--- config.mk ---
export PLATFORM = sky130hd
export DESIGN_NAME = transaction_match_table
export DESIGN_NICKNAME = d
export VERILOG_FILES = /design/src/design/tmt_pkg.sv /design/src/design/tmt_ctrl.sv /design/src/design/tmt_dp.sv /design/src/design/transaction_match_table.sv
export SDC_FILE = /design/constraint.sdc
export NUM_CORES = 2
export LEC_CHECK = 0
export ABC_AREA = 1
export BUFFER_PORTS_ARGS = -buffer_cell sky130_fd_sc_hd__buf_2
export CORE_AREA = 2 2 375 470
export DETAILED_ROUTE_END_ITERATION = 12
export DIE_AREA = 0 0 377 472
export PLACE_DENSITY_LB_ADDON = 0.1
export SLEW_MARGIN = 10
export SYNTH_ARGS = -nofsm -noshare
export SYNTH_HDL_FRONTEND = slang
export SYNTH_SLANG_ARGS = --single-unit
--- constraint.sdc ---
create_clock -name i_clk -period 17.4 [get_ports i_clk]
set_input_delay 0.87 -clock i_clk [delete_from_list [all_inputs] [get_ports i_clk]]
set_output_delay 0.87 -clock i_clk [all_outputs]
set_load 0.01 [all_outputs]
--- src/design/tmt_pkg.sv ---
// Package with shared constants and types for the transaction match table.
package tmt_pkg;
    localparam int TableDepth = 16;
    localparam int TagBits = 8;
    localparam int IdxBits = $clog2(TableDepth);
    localparam int CntBits = $clog2(TableDepth + 1);

    localparam logic [1:0] TypeReq  = 2'd0;
    localparam logic [1:0] TypeResp = 2'd1;
    localparam logic [1:0] TypeTick = 2'd2;

    localparam logic [2:0] OutStored    = 3'd0;
    localparam logic [2:0] OutInvalid   = 3'd1;
    localparam logic [2:0] OutFull      = 3'd2;
    localparam logic [2:0] OutUnmatched = 3'd3;
    localparam logic [2:0] OutMatched   = 3'd4;
    localparam logic [2:0] OutRejected  = 3'd5;
    localparam logic [2:0] OutAged      = 3'd6;

    localparam logic [47:0] MaxAgeReset = 48'd1000000;

    typedef struct packed {
        logic load;
        logic scan;
        logic finish;
    } t_cmd;

    typedef struct packed {
        logic last;
    } t_status;

    function automatic logic request_ok(input logic [3:0] op, input logic h1,
                                        input logic h2, input logic n1,
                                        input logic n2);
        logic ok;
        ok = 1'b0;
        if (op <= 4'd3) ok = h1;
        else if (op <= 4'd8) ok = h1 & n1;
        else if (op == 4'd9) ok = h1 & h2 & n1 & n2;
        else if (op == 4'd10) ok = h1 & h2 & n1;
        else if (op == 4'd11) ok = h1 & n1 & n2;
        return ok;
    endfunction
endpackage

--- src/design/tmt_ctrl.sv ---
// Controller state machine that sequences the entry scan for each item.
module tmt_ctrl (
    input  logic             i_clk,
    input  logic             i_rst_n,
    input  logic             i_valid,
    output logic             o_ready,
    output logic             o_valid,
    input  logic             i_ready,
    output tmt_pkg::t_cmd    o_cmd,
    input  tmt_pkg::t_status i_status
);
    import tmt_pkg::*;

    localparam logic [1:0] StIdle = 2'd0;
    localparam logic [1:0] StScan = 2'd1;
    localparam logic [1:0] StDone = 2'd2;
    localparam logic [1:0] StOut  = 2'd3;

    logic [1:0] r_state, n_state;

    assign o_ready = (r_state == StIdle);
    assign o_valid = (r_state == StOut);

    always_comb begin
        n_state = r_state;
        o_cmd = '0;
        unique case (r_state)
            StIdle: begin
                if (i_valid) begin
                    o_cmd.load = 1'b1;
                    n_state = StScan;
                end
            end
            StScan: begin
                o_cmd.scan = 1'b1;
                if (i_status.last) n_state = StDone;
            end
            StDone: begin
                o_cmd.finish = 1'b1;
                n_state = StOut;
            end
            StOut: begin
                if (i_ready) n_state = StIdle;
            end
            default: n_state = StIdle;
        endcase
    end

    always_ff @(posedge i_clk) begin
        if (!i_rst_n) r_state <= StIdle;
        else r_state <= n_state;
    end

    a_out_after_done: assert property (@(posedge i_clk) disable iff (!i_rst_n)
        (r_state == StDone) |=> o_valid) else $error("no result after scan");
    a_hold_out: assert property (@(posedge i_clk) disable iff (!i_rst_n)
        (o_valid && !i_ready) |=> o_valid) else $error("result dropped");
    a_one_load: assert property (@(posedge i_clk) disable iff (!i_rst_n)
        o_cmd.load |=> !o_ready) else $error("accepted twice");
endmodule

--- src/design/tmt_dp.sv ---
// Datapath with the entry table, the scan pointer and the result register.
module tmt_dp (
    input  logic             i_clk,
    input  logic             i_rst_n,
    input  tmt_pkg::t_cmd    i_cmd,
    output tmt_pkg::t_status o_status,
    input  logic [47:0]      i_max_age,
    input  logic [1:0]       i_req_type,
    input  logic [31:0]      i_xid,
    input  logic [3:0]       i_operation,
    input  logic             i_has_handle,
    input  logic             i_has_handle2,
    input  logic             i_has_name,
    input  logic             i_has_name2,
    input  logic             i_status_ok,
    input  logic [47:0]      i_timestamp,
    input  logic [7:0]       i_frame_tag,
    output logic [2:0]       o_outcome,
    output logic [7:0]       o_matched_tag,
    output logic [4:0]       o_evicted_count
);
    import tmt_pkg::*;

    logic [TableDepth-1:0] r_valid;
    logic [31:0]           r_exid [TableDepth];
    logic [3:0]            r_eop  [TableDepth];
    logic [47:0]           r_etime[TableDepth];
    logic [TagBits-1:0]    r_etag [TableDepth];

    logic [1:0]  r_type;
    logic [31:0] r_xid;
    logic [3:0]  r_op;
    logic        r_req_ok, r_ok, r_cut_ok;
    logic [47:0] r_ts, r_cutoff;
    logic [7:0]  r_tag;
    logic [IdxBits-1:0] r_ptr;
    logic        r_hit, r_free;
    logic [IdxBits-1:0] r_hit_idx, r_free_idx;
    logic [CntBits-1:0] r_count;
    logic [2:0]  r_outcome;
    logic [7:0]  r_mtag;
    logic [4:0]  r_evicted;

    logic        cur_valid, cur_match, cur_old;
    logic [47:0] dt;
    logic        late;

    assign cur_valid = r_valid[r_ptr];
    assign cur_match = cur_valid && (r_exid[r_ptr] == r_xid);
    assign cur_old   = cur_valid && r_cut_ok && (r_etime[r_ptr] < r_cutoff);
    assign dt   = r_ts - r_etime[r_hit_idx];
    assign late = (r_ts >= r_etime[r_hit_idx]) && (dt > i_max_age);

    assign o_status.last = (r_ptr == IdxBits'(TableDepth - 1));

    always_ff @(posedge i_clk) begin
        if (i_cmd.load) begin
            r_type <= i_req_type;
            r_xid <= i_xid;
            r_op <= i_operation;
            r_req_ok <= request_ok(i_operation, i_has_handle, i_has_handle2,
                                   i_has_name, i_has_name2);
            r_ok <= i_status_ok;
            r_ts <= i_timestamp;
            r_cutoff <= i_timestamp - i_max_age;
            r_cut_ok <= (i_timestamp >= i_max_age);
            r_tag <= i_frame_tag;
            r_ptr <= '0;
            r_hit <= 1'b0;
            r_free <= 1'b0;
            r_count <= '0;
        end
        if (i_cmd.scan) begin
            r_ptr <= r_ptr + 1'b1;
            if (cur_match && !r_hit) begin
                r_hit <= 1'b1;
                r_hit_idx <= r_ptr;
            end
            if (!cur_valid && !r_free) begin
                r_free <= 1'b1;
                r_free_idx <= r_ptr;
            end
            if (r_type == TypeTick && cur_old) r_count <= r_count + 1'b1;
        end
        if (i_cmd.finish) begin
            r_mtag <= '0;
            r_evicted <= '0;
            unique case (r_type)
                TypeReq: begin
                    if (!r_req_ok) r_outcome <= OutInvalid;
                    else if (!r_hit && !r_free) r_outcome <= OutFull;
                    else r_outcome <= OutStored;
                end
                TypeResp: begin
                    if (!r_hit) r_outcome <= OutUnmatched;
                    else begin
                        r_mtag <= 8'(r_etag[r_hit_idx]);
                        r_outcome <= (!r_ok || r_op != r_eop[r_hit_idx] || late)
                                     ? OutRejected : OutMatched;
                    end
                end
                TypeTick: begin
                    r_outcome <= OutAged;
                    r_evicted <= 5'(r_count);
                end
                default: r_outcome <= OutInvalid;
            endcase
            if (r_type == TypeReq && r_req_ok && (r_hit || r_free)) begin
                r_exid[r_hit ? r_hit_idx : r_free_idx] <= r_xid;
                r_eop[r_hit ? r_hit_idx : r_free_idx] <= r_op;
                r_etime[r_hit ? r_hit_idx : r_free_idx] <= r_ts;
                r_etag[r_hit ? r_hit_idx : r_free_idx] <= r_tag[TagBits-1:0];
            end
        end
    end

    always_ff @(posedge i_clk) begin
        if (!i_rst_n) begin
            r_valid <= '0;
        end else begin
            if (i_cmd.scan && r_type == TypeTick && cur_old) r_valid[r_ptr] <= 1'b0;
            if (i_cmd.finish) begin
                if (r_type == TypeReq && r_req_ok && (r_hit || r_free))
                    r_valid[r_hit ? r_hit_idx : r_free_idx] <= 1'b1;
                if (r_type == TypeResp && r_hit) r_valid[r_hit_idx] <= 1'b0;
            end
        end
    end

    assign o_outcome = r_outcome;
    assign o_matched_tag = r_mtag;
    assign o_evicted_count = r_evicted;

    a_hit_valid: assert property (@(posedge i_clk) disable iff (!i_rst_n)
        (i_cmd.finish && r_type == TypeResp && r_hit) |-> r_valid[r_hit_idx])
        else $error("hit entry not valid");
    a_count_bound: assert property (@(posedge i_clk) disable iff (!i_rst_n)
        i_cmd.finish |-> r_count <= CntBits'(TableDepth)) else $error("count overflow");
    a_resp_removes: assert property (@(posedge i_clk) disable iff (!i_rst_n)
        (i_cmd.finish && r_type == TypeResp && r_hit) |=>
        !r_valid[$past(r_hit_idx)]) else $error("entry not removed");
endmodule

--- src/design/transaction_match_table.sv ---
// Top level of the transaction match table.
// An item is accepted only while the block is idle. The accepting edge loads the
// item, the scan then steps through every entry at one entry per cycle, and the
// done state forms the result, which is held until taken. The next item can be
// accepted in the cycle after the result has been taken, so a new item is not
// taken before the last one is through.
module transaction_match_table (
    input  logic        i_clk,
    input  logic        i_rst_n,
    input  logic        i_cfg_we,
    input  logic [47:0] i_cfg_data,
    input  logic        i_valid,
    output logic        o_ready,
    input  logic [1:0]  i_req_type,
    input  logic [31:0] i_xid,
    input  logic [3:0]  i_operation,
    input  logic        i_has_handle,
    input  logic        i_has_handle2,
    input  logic        i_has_name,
    input  logic        i_has_name2,
    input  logic        i_status_ok,
    input  logic [47:0] i_timestamp,
    input  logic [7:0]  i_frame_tag,
    output logic        o_valid,
    input  logic        i_ready,
    output logic [2:0]  o_outcome,
    output logic [7:0]  o_matched_tag,
    output logic [4:0]  o_evicted_count
);
    import tmt_pkg::*;

    logic [47:0] r_max_age;
    t_cmd    cmd;
    t_status status;

    always_ff @(posedge i_clk) begin
        if (!i_rst_n) r_max_age <= MaxAgeReset;
        else if (i_cfg_we) r_max_age <= i_cfg_data;
    end

    tmt_ctrl u_ctrl (
        .i_clk(i_clk), .i_rst_n(i_rst_n), .i_valid(i_valid), .o_ready(o_ready),
        .o_valid(o_valid), .i_ready(i_ready), .o_cmd(cmd), .i_status(status)
    );

    tmt_dp u_dp (
        .i_clk(i_clk), .i_rst_n(i_rst_n), .i_cmd(cmd), .o_status(status),
        .i_max_age(r_max_age), .i_req_type(i_req_type), .i_xid(i_xid),
        .i_operation(i_operation), .i_has_handle(i_has_handle),
        .i_has_handle2(i_has_handle2), .i_has_name(i_has_name),
        .i_has_name2(i_has_name2), .i_status_ok(i_status_ok),
        .i_timestamp(i_timestamp), .i_frame_tag(i_frame_tag),
        .o_outcome(o_outcome), .o_matched_tag(o_matched_tag),
        .o_evicted_count(o_evicted_count)
    );
endmodule
==> run metrics <==
most common cell after layout, fill and taps aside=edfxtp_1; Largest stage delay, worst path=0.78 ns; final hold violation count=0; # IOs=170; CTS hold repair buffers=0; HP Start=i_frame_tag[0]; Root Driver=clkbuf_16; die outline area=178000 um^2; Final ANT Viol Nets=0; RD Place Congestion=0.953; initial core utilization=0.468; clk buf depth=3; post-cts sizing count=0; PwrDens=136 nW/um^2; Die W=377 um; yosys warns=0; clk_lat worst skew=0.86 ns; most frequent cells in the layout=1645 x edfxtp_1, 1294 x o21ai_0, 694 x nor2_1, 589 x a21oi_1, 586 x inv_1; Seq cells post-synth=1726; CTS HTree Levels=4; drt drc=0; Setup TNS=0 ns; Chip Height=472 um; Async SR Flop Fraction=0; highest clock rate=0.116 GHz; CP Max Fanout=156; Pins Over Slew Limit=0; R2R Setup Slk=8.81 ns; number of global-route vias before repair=57500; Max IR drop VDD=0.000107 V; DRT iter0 DRCs=6188; Register Area=51000 um^2; Rel. slew slack=0.0823; Std-Cell Rows=171; Layout area overhead=10.7%; port bufs=169; P_leak=31.6 nW; CP arrival=9.14 ns; Synth top area share=0.609; core footprint=173000 um^2; Fillers=15200; Via density=6.12; DP HPWL=149000 um; multi-input logic area=26200 um^2; wire length of the first global-routing pass=374000 um; GR Util All Layers=0.284; dominant synthesized flop cell=edfxtp_1; EDFF count, synth=1645; crit share post-route=0.494; total gr overflow=0; via count=59500; min cycle time layout=8.59 ns; CP endpoint kind=flop; RSZ-0062 raised after global routing=no; Clock Skews=0.0826 ns; Hold WC Path Type=input port to flop; CP Data Required Time=17.95 ns; Post-Synthesis Cells=7323; slowest cell on the critical path=buf_4; Distinct cells, synth=50; final hold slack=0.174 ns; final WL=257000 um; Max Cap Viol=0; Routed wire per std cell=26.4 um; CP most frequent cell=nand2_1; Final nets=7675; clock-pin slew on the worst setup and hold paths=0.06 ns; register area share after synthesis=0.629; final setup vio count=0; largest net degree at the start of global routing=191; status=finished clean; Post-Syn Area per Cell=11.1 um^2; worst slew pin tran=1.36 ns; initial antenna violation count=5; Mapped Nets=7677; CTS tree=built; mapped cell area=81100 um^2; area leader, netlist=edfxtp_1; worst setup path class=flop to flop; Synth area leaders=edfxtp_1 61%, o21ai_0 8.0%, a21oi_1 3.6%; share of cells above drive strength 1=0.0744; Startpoint Class=flop; Clock Sinks=1726; TritonRoute pass-1 iters=6; TritonCTS buffer count=179; post-CTS setup buffer count=0
flip-flops by register name, summed over array words and instances (netlist names), 5 cells and up, named ones only:
signal / flops
u_dp.r_etime: 768
u_dp.r_exid: 512
u_dp.r_etag: 128
u_dp.r_xid: 32
u_dp.r_tag: 8
u_dp.o_evicted_count: 5
u_dp.r_count: 5
u_dp.r_valid: 16
u_dp.r_cutoff: 48
r_max_age: 48
u_dp.r_eop: 64
u_dp.o_matched_tag: 8
u_dp.r_ts: 48
synthesized netlist by cell type (all sizes together) (5+ instances only):
library cell,number
o21ai,1313
ha,200
dfxtp,81
nand3,170
nor3,23
a41oi,9
o21bai,10
and3,5
nor4,16
nor2,715
edfxtp,1645
o211ai,190
a21o,11
clkinv,7
a211oi,8
clkbuf,339
nand2,547
inv,591
o21a,17
o22ai,44
a22oi,64
mux2i,208
o221ai,208
a21oi,589
buf,107
xnor2,42
o31ai,5
nand4,32
xor2,62
a31oi,39
cell families after synthesis:
kind of cell    count (synthesis)  share of synthesized area
simple gates                 1516                     0.0752
mux                           208                     0.0257
fa+ha+maj                     202                     0.0314
flops                        1726                      0.629
compound gates               2523                      0.177
buf+inv                      1044                     0.0500
xor+xnor                      104                     0.0112
per-stage QoR:
stage | setup slack (ns) | util | total power [mW] | cell area, um^2 | instances
final | 8.81 | 0.518 | 12.2 | 89800 | 9721
after global routing | 8.14 | 0.518 | 12.7 | 89800 | 9719
after CTS | 8.96 | 0.518 | 12.2 | 89800 | 9718
after detailed placement | 9.01 | 0.484 | 8.42 | 84000 | 9389
after global placement | 8.99 | 0.484 | 8.37 | 84000 | 9389
after floorplan | 11.60 | - | 7.21 | 81100 | 7323
metal layers:
metal / up-vias / wire length (um) / GRT usage
met2: 2443 / 122000 / 0.463
met4: 2 / 7940 / 0.0931
met3: 466 / 17600 / 0.0380
met5: - / 13 / 0
li1: 26900 / - / -
met1: 29600 / 110000 / 0.391
path summary, 6_finish.rpt:
| check | endpoint | cells after the start |
|---|---|---|
| worst min register to register | u_dp.r_valid[0] | 2 |
| worst max-delay path | u_dp.o_outcome[0] | 31 |
| worst min-delay path | u_dp.r_tag[0] | 1 |
| worst max register to register | u_dp.o_outcome[0] | 31 |
worst max-delay path, delay by kind of cell (launching register included):
family,cells,cell delay (ns)
simple gates,13,1.82
mux,1,0.27
buf+inv,7,2.42
fa+ha+maj,2,0.56
xor+xnor,1,0.11
flops,1,0.76
compound gates,7,1.94
report_power, final:
group	total [mW]	switching, mW	internal, mW
combinational	3.22	2.30	0.918
clock	3.80	1.68	2.12
sequential	5.15	0.300	4.85
cell type report:
| cell class | count | share of cell area |
|---|---|---|
| inverter | 598 | 0.0254 |
| tap | 2249 | 0.0313 |
| timing repair buffer | 263 | 0.0184 |
| multi-input combinational | 4553 | 0.291 |
| antenna | 3 | 0.0000836 |
| sequential | 1726 | 0.569 |
| clock buffer | 222 | 0.0520 |
| clock inverter | 107 | 0.0128 |
No activity file was read; power rests on OpenSTA's default activity.
